==> config.mk <==
export PLATFORM = sky130hd
export DESIGN_NAME = hsv_to_rgb_converter
export DESIGN_NICKNAME = d
export VERILOG_FILES = /design/src/hdl/hsv2rgb_pkg.sv /design/src/hdl/hsv_to_rgb_converter.sv
export VERILOG_INCLUDE_DIRS = /design/src /design/src/hdl
export SDC_FILE = /design/constraint.sdc
export NUM_CORES = 1
export LEC_CHECK = 0
export ABC_AREA = 1
export BUFFER_PORTS_ARGS = -buffer_cell sky130_fd_sc_hd__clkbuf_2
export CAP_MARGIN = 5
export CELL_PAD_IN_SITES_DETAIL_PLACEMENT = 1
export CELL_PAD_IN_SITES_GLOBAL_PLACEMENT = 1
export CORE_MARGIN = 1
export CORE_UTILIZATION = 55
export DETAILED_ROUTE_END_ITERATION = 12
export PLACE_DENSITY_LB_ADDON = 0.15
export SETUP_SLACK_MARGIN = 0.02
export SLEW_MARGIN = 20
export SYNTH_ARGS = -nofsm -noshare
export SYNTH_HDL_FRONTEND = slang
export SYNTH_SLANG_ARGS = --single-unit
export TNS_END_PERCENT = 5
==> constraint.sdc <==
create_clock -name i_clk -period 8.84 [get_ports i_clk]
set_input_delay 1.326 -clock i_clk [delete_from_list [all_inputs] [get_ports i_clk]]
set_output_delay 1.326 -clock i_clk [all_outputs]
set_load 0.1 [all_outputs]
==> src/hdl/hsv_to_rgb_converter_defines.svh <==
// assertion macros for the hsv to rgb converter
`ifndef HSV_TO_RGB_CONVERTER_DEFINES_SVH
`define HSV_TO_RGB_CONVERTER_DEFINES_SVH

`ifndef SYNTH
`define HSV_ASSERT(lbl, clk, rst_n, prop) \
    lbl: assert property (@(posedge clk) disable iff (!rst_n) prop) \
        else $error("hsv_to_rgb assertion failed");
`define HSV_ASSERT_ALWAYS(lbl, clk, prop) \
    lbl: assert property (@(posedge clk) prop) \
        else $error("hsv_to_rgb assertion failed");
`else
`define HSV_ASSERT(lbl, clk, rst_n, prop)
`define HSV_ASSERT_ALWAYS(lbl, clk, prop)
`endif

`endif

==> src/hdl/hsv2rgb_pkg.sv <==
package hsv2rgb_pkg;

    localparam int NUM_STAGES  = 7;

    localparam int FULL_TURN   = 360;
    localparam int SECTOR_SPAN = 60;
    localparam int FULL_LEVEL  = 255;

    // reciprocal constants, exact over the input ranges
    localparam int HUE_RECIP   = 11651;
    localparam int HUE_SHIFT   = 22;
    localparam int SLOPE_RECIP = 69906;
    localparam int SLOPE_SHIFT = 23;
    localparam int LEVEL_RECIP = 32897;
    localparam int LEVEL_SHIFT = 23;

    localparam int MAX_SLOPE   = 541;

    typedef logic [2:0] t_sector;

    localparam t_sector SEC_R_Y = 3'd0;
    localparam t_sector SEC_Y_G = 3'd1;
    localparam t_sector SEC_G_C = 3'd2;
    localparam t_sector SEC_C_B = 3'd3;
    localparam t_sector SEC_B_M = 3'd4;
    localparam t_sector SEC_M_R = 3'd5;

endpackage

==> src/hdl/hsv_to_rgb_converter.sv <==
// hsv to rgb converter, integer six-sector scheme
//
// input stream: one transaction carries hue (degrees, any 16-bit value,
// taken modulo 360), saturation and brightness. output stream: one
// transaction carries the 8-bit red, green and blue levels for it.
//
// one color is accepted every cycle unless all stages are full and the
// receiver stalls. the pipeline is cut around its multipliers: hue
// reciprocal, slope reciprocal, slope times position and the final
// divide by 255, each followed by a register.
//
// every stage has its own valid bit and loads when it is empty or its
// successor moves, so bubbles are squeezed out. when the receiver stalls
// the result holds at the output and new colors keep entering until all
// seven stages are full; then the input ready drops. nothing is lost or
// repeated.
//
// reset clears all valid bits; data registers are not reset.
`include "hsv_to_rgb_converter_defines.svh"

module hsv_to_rgb_converter
    import hsv2rgb_pkg::*;
(
    input  logic        i_clk,
    input  logic        i_rst_n,
    input  logic        i_s_axis_tvalid,
    output logic        o_s_axis_tready,
    // hue_degrees[15:0], saturation[23:16], brightness[31:24]
    input  logic [31:0] i_s_axis_tdata,
    output logic        o_m_axis_tvalid,
    input  logic        i_m_axis_tready,
    // red_level[7:0], green_level[15:8], blue_level[23:16]
    output logic [23:0] o_m_axis_tdata
);

    logic [NUM_STAGES-1:0] r_vld;
    logic [NUM_STAGES-1:0] w_en;

    always_comb begin
        w_en[NUM_STAGES-1] = !r_vld[NUM_STAGES-1] || i_m_axis_tready;
        for (int k = NUM_STAGES - 2; k >= 0; k--) begin
            w_en[k] = !r_vld[k] || w_en[k+1];
        end
    end

    always_ff @(posedge i_clk) begin
        if (!i_rst_n) begin
            r_vld <= '0;
        end else begin
            if (w_en[0]) begin
                r_vld[0] <= i_s_axis_tvalid;
            end
            for (int k = 1; k < NUM_STAGES; k++) begin
                if (w_en[k]) begin
                    r_vld[k] <= r_vld[k-1];
                end
            end
        end
    end

    // stage 1: hue reciprocal and value products
    logic [15:0] w_hue;
    logic [7:0]  w_sat;
    logic [7:0]  w_val;
    logic [29:0] r1_hue_q;
    logic [15:0] r1_hue;
    logic [15:0] r1_depth;
    logic [15:0] r1_bottom;
    logic [15:0] r1_top;

    assign w_hue = i_s_axis_tdata[15:0];
    assign w_sat = i_s_axis_tdata[23:16];
    assign w_val = i_s_axis_tdata[31:24];

    always_ff @(posedge i_clk) begin
        if (w_en[0]) begin
            r1_hue_q  <= 30'(w_hue) * 30'(HUE_RECIP);
            r1_hue    <= w_hue;
            r1_depth  <= 16'(w_val) * 16'(w_sat);
            r1_bottom <= 16'(w_val) * 16'(8'(FULL_LEVEL) - w_sat);
            r1_top    <= 16'(w_val) * 16'(FULL_LEVEL);
        end
    end

    // stage 2: hue modulo 360, slope reciprocal
    logic [7:0]  w2_quo;
    logic [8:0]  r2_h;
    logic [32:0] r2_slope_q;
    logic [14:0] r2_half;
    logic [15:0] r2_bottom;
    logic [15:0] r2_top;

    assign w2_quo = r1_hue_q[HUE_SHIFT +: 8];

    always_ff @(posedge i_clk) begin
        if (w_en[1]) begin
            r2_h       <= 9'(r1_hue - 16'(w2_quo) * 16'(FULL_TURN));
            r2_slope_q <= 33'(r1_depth) * 33'(SLOPE_RECIP);
            r2_half    <= r1_depth[15:1];
            r2_bottom  <= r1_bottom;
            r2_top     <= r1_top;
        end
    end

    // stage 3: sector and position
    t_sector     w3_sector;
    t_sector     r3_sector;
    logic [5:0]  r3_pos;
    logic [9:0]  r3_slope;
    logic [14:0] r3_half;
    logic [15:0] r3_bottom;
    logic [15:0] r3_top;

    always_comb begin
        priority if (r2_h >= 9'(5 * SECTOR_SPAN)) begin
            w3_sector = SEC_M_R;
        end else if (r2_h >= 9'(4 * SECTOR_SPAN)) begin
            w3_sector = SEC_B_M;
        end else if (r2_h >= 9'(3 * SECTOR_SPAN)) begin
            w3_sector = SEC_C_B;
        end else if (r2_h >= 9'(2 * SECTOR_SPAN)) begin
            w3_sector = SEC_G_C;
        end else if (r2_h >= 9'(SECTOR_SPAN)) begin
            w3_sector = SEC_Y_G;
        end else begin
            w3_sector = SEC_R_Y;
        end
    end

    always_ff @(posedge i_clk) begin
        if (w_en[2]) begin
            r3_sector <= w3_sector;
            r3_pos    <= 6'(r2_h - 9'(w3_sector) * 9'(SECTOR_SPAN));
            r3_slope  <= r2_slope_q[SLOPE_SHIFT +: 10];
            r3_half   <= r2_half;
            r3_bottom <= r2_bottom;
            r3_top    <= r2_top;
        end
    end

    // stage 4: rise = slope * pos
    t_sector     r4_sector;
    logic [14:0] r4_rise;
    logic [14:0] r4_half;
    logic [15:0] r4_bottom;
    logic [15:0] r4_top;

    always_ff @(posedge i_clk) begin
        if (w_en[3]) begin
            r4_sector <= r3_sector;
            r4_rise   <= 15'(16'(r3_slope) * 16'(r3_pos));
            r4_half   <= r3_half;
            r4_bottom <= r3_bottom;
            r4_top    <= r3_top;
        end
    end

    // stage 5: ramps and channel assignment
    logic [15:0] w5_up_a;
    logic [15:0] w5_up_b;
    logic [15:0] w5_dn_c;
    logic [15:0] w5_dn_d;
    logic [15:0] n5_red;
    logic [15:0] n5_green;
    logic [15:0] n5_blue;
    logic [15:0] r5_red;
    logic [15:0] r5_green;
    logic [15:0] r5_blue;

    assign w5_up_a = r4_bottom + 16'(r4_rise);
    assign w5_up_b = r4_bottom + 16'(r4_half) + 16'(r4_rise);
    assign w5_dn_c = r4_top - 16'(r4_rise);
    assign w5_dn_d = r4_top - 16'(r4_half) - 16'(r4_rise);

    always_comb begin
        unique case (r4_sector)
            SEC_R_Y: begin
                n5_red = w5_dn_c;   n5_green = w5_up_a;   n5_blue = r4_bottom;
            end
            SEC_Y_G: begin
                n5_red = w5_dn_d;   n5_green = w5_up_b;   n5_blue = r4_bottom;
            end
            SEC_G_C: begin
                n5_red = r4_bottom; n5_green = w5_dn_c;   n5_blue = w5_up_a;
            end
            SEC_C_B: begin
                n5_red = r4_bottom; n5_green = w5_dn_d;   n5_blue = w5_up_b;
            end
            SEC_B_M: begin
                n5_red = w5_up_a;   n5_green = r4_bottom; n5_blue = w5_dn_c;
            end
            default: begin
                n5_red = w5_up_b;   n5_green = r4_bottom; n5_blue = w5_dn_d;
            end
        endcase
    end

    always_ff @(posedge i_clk) begin
        if (w_en[4]) begin
            r5_red   <= n5_red;
            r5_green <= n5_green;
            r5_blue  <= n5_blue;
        end
    end

    // stage 6: divide by 255 through reciprocal
    logic [31:0] r6_red_q;
    logic [31:0] r6_green_q;
    logic [31:0] r6_blue_q;

    always_ff @(posedge i_clk) begin
        if (w_en[5]) begin
            r6_red_q   <= 32'(r5_red) * 32'(LEVEL_RECIP);
            r6_green_q <= 32'(r5_green) * 32'(LEVEL_RECIP);
            r6_blue_q  <= 32'(r5_blue) * 32'(LEVEL_RECIP);
        end
    end

    // stage 7: output register
    logic [7:0] r7_red;
    logic [7:0] r7_green;
    logic [7:0] r7_blue;

    always_ff @(posedge i_clk) begin
        if (w_en[6]) begin
            r7_red   <= r6_red_q[LEVEL_SHIFT +: 8];
            r7_green <= r6_green_q[LEVEL_SHIFT +: 8];
            r7_blue  <= r6_blue_q[LEVEL_SHIFT +: 8];
        end
    end

    assign o_s_axis_tready = w_en[0];
    assign o_m_axis_tvalid = r_vld[NUM_STAGES-1];
    assign o_m_axis_tdata  = {r7_blue, r7_green, r7_red};

    `HSV_ASSERT(a_full_when_blocked, i_clk, i_rst_n,
        !o_s_axis_tready |-> (&r_vld && !i_m_axis_tready))
    `HSV_ASSERT(a_accept_lands, i_clk, i_rst_n,
        (i_s_axis_tvalid && o_s_axis_tready) |=> r_vld[0])
    `HSV_ASSERT(a_slope_range, i_clk, i_rst_n,
        r_vld[2] |-> (r3_slope <= 10'(MAX_SLOPE) && r3_pos < 6'(SECTOR_SPAN)))
    `HSV_ASSERT(a_stall_holds_out, i_clk, i_rst_n,
        (o_m_axis_tvalid && !i_m_axis_tready) |=> (o_m_axis_tvalid && $stable(r7_red)))

endmodule
==> flow_summary.ini, run 1 <==
[outcome]
status = complete, no violations

[yosys]
synth_edf_count = 356
synthesis.nets = 5044
yosysTopAreaCell = edfxtp_1
synth_seq_cells = 363
seq_area_frac_synth = 0.299
yosysWarnings = 0
postSynth.asyncResetShare = 0
syn_inst = 4162
synth_top_area_frac = 0.295
avgSynthCellArea_um2 = 8.71
syn-cell-area_mm2 = 0.0363
yosysUniqueCellTypes = 54
ys.flop_type = edfxtp_1
netlist_top_cells_area = edfxtp_1 (29%), ha_1 (21%), fa_1 (13%), nand2_1 (11%), inv_1 (8.5%)

[die]
dieWidth_um = 259
rows = 93
die_h_um = 259
dieArea_mm2 = 0.0670
initial_core_util = 0.559
boundaryPins = 62
core-area_mm2 = 0.0648

[critical_path]
crit_top_cell = inv_1
regToRegStartpoint = r1_depth[3]
max_stage_delay_ps = 540
cp_top_family = adder cells
worstPathArrival_ps = 5960
required_ps = 9170
path_class = in -> reg
slowest_stage = fa_1
cp-end-kind = flop
path_cells = clkbuf_2 -> ha_1 -> inv_1 -> fa_1 -> inv_1 -> fa_1 -> inv_1 -> fa_1 -> inv_1 -> fa_1 -> inv_1 -> fa_1 -> inv_1 -> ha_1 -> nand2_1 -> nor2_1 -> nand4_1 -> or2_2 -> nand4_1 -> nand2_1
cp_max_fo = 6
r2r_slack_ps = 4440
worst-path-buf-inv = 7
startpoint_type = input port
reg2reg_to = r2_slope_q[30]
cp_num_cells = 20
reg2reg_depth = 15

[timing]
setup_violations = 0
fin_skew_ps = 31.0
min_period_ps = 5620
worst-slew-pin-transition_ps = 918
final_max_slew_viol_count = 0
fin_tns_setup_ps = 0
rsz0062_at_grt = no
fin_crit_sh = 0.636
fmax_mhz = 178
relSlewSlack = 0.388
hold_viol = 0

[global_routing]
grt_antenna_before_repair = 1
grt_overflow = 0
grt_pass1_vias = 31900
grt_max_degree = 67
gr-usage-all-layers = 0.328
grt_pass1_wl_mm = 171

[cts]
clock_sinks = 363
cts_buffers = 43
root_buffer = clkbuf_16
hold_buffers = 0
cts_max_level = 2
insertion_delay_ps = 590
post_cts_buffers = 0
cts_tree = built
cts_resized = 0
cts.path.max_buffers = 3
clk_pin_slew_ps = 60

[hold_path]
hold_end = r3_pos[0]
hold_class = reg -> reg
holdPathStages = 0
hold_start = r2_h[0]

[cells_and_area]
layout_common_cells = nand2_1 (1020), inv_1 (821), ha_1 (604)
num-fill-cells = 7662
drive_above_1_share = 0.0417
layout.nets = 5115
final_common_cell = nand2_1
area_delta_synth_final_pct = 7.37

[detailed_routing]
routedWlPerCell_um = 21.1
avgViaCountPerCell = 5.69
finalWirelength_mm = 108
drc = 0
vias = 29200
drt_iter0_drc = 1846
ant_nets = 0
drt_first_pass_iters = 6

[flow_run]
timing.max_cap.violations = 0

[placed_design]
place_hpwl_mm = 87.9
port_buffers = 61
gp_congestion = 0.950
==> worst max path at each step <==
stage,from,endpoint
floorplan,i_m_axis_tready,o_s_axis_tready
global placement,i_s_axis_tdata[7],r1_hue_q[23]
detailed placement,i_s_axis_tdata[7],r1_hue_q[23]
CTS,i_s_axis_tdata[7],r1_hue_q[23]
global route,i_s_axis_tdata[7],r1_hue_q[23]
finish,i_s_axis_tdata[7],r1_hue_q[23]
==> cell families after synthesis <==
logic type,Yosys count,share of synthesized area
and+or+nand+nor,1623,0.185
buffers and inverters,873,0.0920
adders and majority gates,846,0.342
DFF,363,0.299
AOI/OAI and AO/OA,352,0.0568
xor gates and xnor gates,105,0.0254
==> flip-flops by register name, summed over array words and instances, names as in the netlist, 15 cells and up <==
| signal | cells |
|---|---|
| r1_bottom | 16 |
| r1_depth | 16 |
| r1_top | 16 |
| r2_bottom | 16 |
| r2_half | 15 |
| r2_top | 16 |
| r3_bottom | 16 |
| r3_half | 15 |
| r3_top | 16 |
| r4_bottom | 16 |
| r4_half | 15 |
| r4_rise | 15 |
| r4_top | 16 |
| r5_blue | 16 |
| r5_green | 16 |
| r5_red | 16 |
==> cell usage after synthesis, drive strengths merged (2+ instances only) <==
cell     count
nand2     1025
inv        828
ha         604
edfxtp     356
nor2       250
fa         242
nand3      232
a21oi      180
o21ai       79
xor2        70
nand4       52
xnor2       35
a21o        29
nor3        29
clkbuf      25
o21bai      22
buf         20
nand3b      13
nor4        11
or2          9
dfxtp        7
o21a         7
a221oi       5
a41oi        4
o2111ai      4
a211oi       3
a21boi       3
a31oi        3
o22ai        3
a22oi        2
and2         2
o211ai       2
==> worst register-to-register path, cell delays in order (launching register included) <==
cell and delay (ps):
edfxtp_1 540, ha_1 350, inv_1 120, fa_1 430, inv_1 140, fa_1 440
ha_1 310, ha_1 300, ha_1 370, a21o_1 200, a21boi_0 280, o21ai_0 170
a21oi_1 300, nand2_1 90, nand2_1 60, nand2_1 50
==> stage by stage <==
step	hold slack [ps]	cell area, um^2	worst slack (ps)	util	std cells
floorplan	400	36300	1890	-	4162
global placement	400	37500	2670	0.579	5043
detailed placement	405	37500	2630	0.579	5043
CTS	398	38900	3250	0.601	5123
global route	408	38900	2920	0.601	5124
finish	412	38900	3220	0.601	5124
==> cell type report <==
class                      count  area (um^2)  area share
clock buffer                  53         1140      0.0294
timing repair buffer          71          380     0.00977
tap                          855         1070      0.0275
sequential                   363        10800       0.278
inverter                     828         3110      0.0799
multi-input combinational   2926        22100       0.568
clock inverter                27          283     0.00726
antenna                        1         2.50   0.0000643
==> routing by layer <==
layer  GRT usage  share of wire  vias up
li1            -              -    13600
met1       0.386           0.40    14500
met2       0.597           0.51      751
met3      0.0349          0.040      278
met4       0.156          0.048        0
met5           0              0        -
Power of run 1 is left out: the tool's default activity adds up to more than one toggle a clock period on the data nets, which glitch-free logic cannot reach.
==> run 2: changes to the inputs <==
CORE_UTILIZATION = 51   (was 55)
clock period = 5.3 ns   (was 8.84 ns; I/O delays follow)
==> flow_summary.ini, run 2 (synthesis results as in run 1) <==
[outcome]
status = complete, no violations

[cts]
post_cts_buffers = 0
cts.path.max_buffers = 3
cts_buffers = 45
insertion_delay_ps = 600
root_buffer = clkbuf_16
clock_sinks = 363
cts_resized = 0
hold_buffers = 0
clk_pin_slew_ps = 70
cts_tree = built
cts_max_level = 2

[critical_path]
startpoint_type = input port
r2r_slack_ps = 910
reg2reg_depth = 15
cp-end-kind = flop
slowest_stage = fa_1
worst-path-buf-inv = 8
required_ps = 5610
path_class = in -> reg
cp_top_family = adder cells
crit_top_cell = inv_1
reg2reg_to = r2_slope_q[30]
max_stage_delay_ps = 550
path_cells = clkbuf_2 -> ha_1 -> inv_1 -> fa_1 -> inv_1 -> fa_1 -> inv_1 -> fa_1 -> inv_1 -> fa_1 -> inv_1 -> fa_1 -> inv_1 -> ha_1 -> nand2_1 -> nor2_1 -> buf_4 -> nand2_1 -> a21oi_1 -> nand3b_1 -> xor2_1
cp_max_fo = 3
regToRegStartpoint = r1_depth[3]
worstPathArrival_ps = 5340

[global_routing]
grt_pass1_vias = 31100
gr-usage-all-layers = 0.293
grt_max_degree = 67
grt_pass1_wl_mm = 164
grt_overflow = 0
grt_antenna_before_repair = 1

[detailed_routing]
routedWlPerCell_um = 19.6
avgViaCountPerCell = 5.42
drt_iter0_drc = 1473
drt_first_pass_iters = 5
ant_nets = 0
drc = 0
vias = 28500
finalWirelength_mm = 103

[hold_path]
hold_end = r4_top[10]
hold_class = reg -> reg
holdPathStages = 0
hold_start = r3_top[10]

[timing]
rsz0062_at_grt = no
final_max_slew_viol_count = 0
worst-slew-pin-transition_ps = 962
setup_violations = 0
fin_tns_setup_ps = 0
fmax_mhz = 199
min_period_ps = 5030
fin_crit_sh = 0.949
relSlewSlack = 0.357
fin_skew_ps = 20.6
hold_viol = 0

[placed_design]
place_hpwl_mm = 84.6
port_buffers = 61
gp_congestion = 0.944

[cells_and_area]
layout_common_cells = nand2_1 (1020), inv_1 (821), ha_1 (604)
diodes = 0
area_delta_synth_final_pct = 8.87
drive_above_1_share = 0.0522
final_common_cell = nand2_1
layout.nets = 5157

[die]
core-area_mm2 = 0.0701
die_h_um = 269
dieArea_mm2 = 0.0722
rows = 97
initial_core_util = 0.517
dieWidth_um = 269
boundaryPins = 62

[flow_run]
timing.max_cap.violations = 0
run 2: changes by cell type in the layout (fill, tap and decap cells not counted), sizes merged:
cell	before	now
clkinv	15	18
bufinv	3	6
buf	10	51
clkinvlp	5	1
diode	1	0
run 2: final cells by class:
cell class,instances,area (um^2)
multi-input cells,2926,22100
fillers,8379,30700
inverters,828,3110
clock inverters,29,354
well taps,940,1180
clock buffers,54,1180
flip-flops and latches,363,10800
repair buffers,111,708
run 2: worst max-delay path by stage:
stage / from / cells after the start / endpoint
finish: i_s_axis_tdata[2] / 21 / r1_hue_q[27]
global placement: i_s_axis_tdata[5] / 20 / r1_hue_q[23]
global route: i_s_axis_tdata[2] / 21 / r1_hue_q[27]
CTS: i_s_axis_tdata[2] / 21 / r1_hue_q[27]
floorplan: i_s_axis_tdata[5] / 19 / r1_hue_q[23]
detailed placement: i_s_axis_tdata[2] / 21 / r1_hue_q[27]
run 2: worst register-to-register path, cell delays in order, from the launching register on:
cell and delay [ps]:
edfxtp_1 490, ha_1 330, inv_1 130, fa_1 430, inv_1 130, fa_1 440, ha_1 300, ha_1 290
ha_1 350, a21o_1 190, a21boi_0 360, o21ai_0 210, a21oi_1 260, nand2_1 90, nand2_1 70, nand2_1 60
run 2: through the flow:
stage / hold slack (ps) / worst slack (ps) / area [um^2] / util / instances
detailed placement: 406 / -326 / 37900 / 0.541 / 5168
finish: 406 / 272 / 39500 / 0.563 / 5251
global route: 419 / 62.7 / 39500 / 0.563 / 5251
floorplan: 400 / 66.1 / 36300 / - / 4162
CTS: 400 / 280 / 39500 / 0.563 / 5251
global placement: 400 / -153 / 37900 / 0.541 / 5168
run 2: layer usage:
| metal | track usage | vias to the layer above | share of wire |
|---|---|---|---|
| li1 | - | 13700 | - |
| met1 | 0.355 | 14100 | 0.42 |
| met2 | 0.535 | 483 | 0.51 |
| met3 | 0.0284 | 201 | 0.030 |
| met4 | 0.112 | 2 | 0.039 |
| met5 | 0 | - | 0.00014 |
Power of run 2 is left out for the same reason.
==> run 3: changes to the inputs <==
CORE_UTILIZATION = 55   (was 51)
clock period = 6.4 ns   (was 5.3 ns; I/O delays follow)
==> flow_summary.ini, run 3 (synthesis results as in run 1) <==
[outcome]
status = complete, no violations

[global_routing]
grt_overflow = 0
gr-usage-all-layers = 0.334
grt_antenna_before_repair = 1
grt_max_degree = 68
grt_pass1_vias = 32400
grt_pass1_wl_mm = 173

[timing]
relSlewSlack = 0.335
worst-slew-pin-transition_ps = 997
fin_skew_ps = 24.0
min_period_ps = 5360
setup_violations = 0
fin_crit_sh = 0.837
hold_viol = 0
final_max_slew_viol_count = 0
fin_tns_setup_ps = 0
fmax_mhz = 187
rsz0062_at_grt = no

[critical_path]
startpoint_type = input port
path_class = in -> reg
worstPathArrival_ps = 5690
required_ps = 6730
cp-end-kind = flop
cp_max_fo = 6

[cts]
post_cts_buffers = 0
clk_pin_slew_ps = 60
insertion_delay_ps = 590
root_buffer = clkbuf_16
clock_sinks = 363
cts_max_level = 2
hold_buffers = 0
cts_tree = built
cts.path.max_buffers = 3
cts_buffers = 43
cts_resized = 0

[placed_design]
gp_congestion = 0.937
port_buffers = 61
place_hpwl_mm = 87.7

[cells_and_area]
multi_input_area_mm2 = 0.0221
layout_common_cells = nand2_1 (1020), inv_1 (821), ha_1 (604)
seq_area_mm2 = 0.0108
final_common_cell = nand2_1
num-fill-cells = 7620
area_delta_synth_final_pct = 7.54
drive_above_1_share = 0.0415
layout.nets = 5116

[die]
dieWidth_um = 259
boundaryPins = 62
core-area_mm2 = 0.0648
dieArea_mm2 = 0.0670
rows = 93
die_h_um = 259
initial_core_util = 0.559

[detailed_routing]
finalWirelength_mm = 110
drc = 0
dr_wl_met2_mm = 56.5
vias = 29400
drt_iter0_drc = 1641
routedWlPerCell_um = 21.4
ant_nets = 0
highest_layer = met4
drt-met1-wl_mm = 42.8
wl_met3_mm = 4.79
drt_first_pass_iters = 5
avgViaCountPerCell = 5.75

[flow_run]
timing.max_cap.violations = 0

[hold_path]
hold_class = reg -> reg
[run 3: final timing paths]
check                    start              to  slack, ps  depth (start not counted)
max          i_s_axis_tdata[7]    r1_hue_q[23]       1040                         20
min               r3_bottom[2]    r4_bottom[2]        410                          0
max reg2reg        r1_depth[1]  r2_slope_q[32]       1990                         17
min reg2reg       r3_bottom[2]    r4_bottom[2]        410                          0
[run 3: per-stage QoR]
step           hold WS, ps  instance area [um^2]  utilization  instances  setup WS (ps)
2_1_floorplan          400                 36300            -       4162            179
3_3_place_gp           401                 37500        0.579       5044            605
3_5_place_dp           406                 37500        0.579       5044            483
4_1_cts                413                 39000        0.602       5119           1040
5_1_grt                415                 39000        0.602       5120            797
6_report               415                 39000        0.602       5120           1040
[run 3: final cells by class]
| class | instances | area share |
|---|---|---|
| antenna | 1 | 0.0000642 |
| clock buffer | 45 | 0.0278 |
| clock inverter | 30 | 0.00979 |
| inverter | 828 | 0.0798 |
| multi-input combinational | 2926 | 0.567 |
| sequential | 363 | 0.278 |
| tap | 855 | 0.0274 |
| timing repair buffer | 72 | 0.0103 |
[run 3: worst max-delay path, cell delays in order]
cell	delay, ps
clkbuf_2	190
ha_1	320
inv_1	80
fa_1	540
inv_1	50
fa_1	540
inv_1	60
fa_1	530
inv_1	70
fa_1	530
inv_1	60
fa_1	500
inv_1	50
ha_1	320
nand2_1	90
nor2_1	240
nand4_1	120
or2_2	320
nand4_1	90
nand2_1	50
[run 3: per-layer routing]
metal | up-vias | GRT usage
li1 | 13600 | -
met1 | 14600 | 0.382
met2 | 850 | 0.616
met3 | 342 | 0.0383
met4 | 0 | 0.162
met5 | - | 0
Power of run 3 is left out for the same reason.
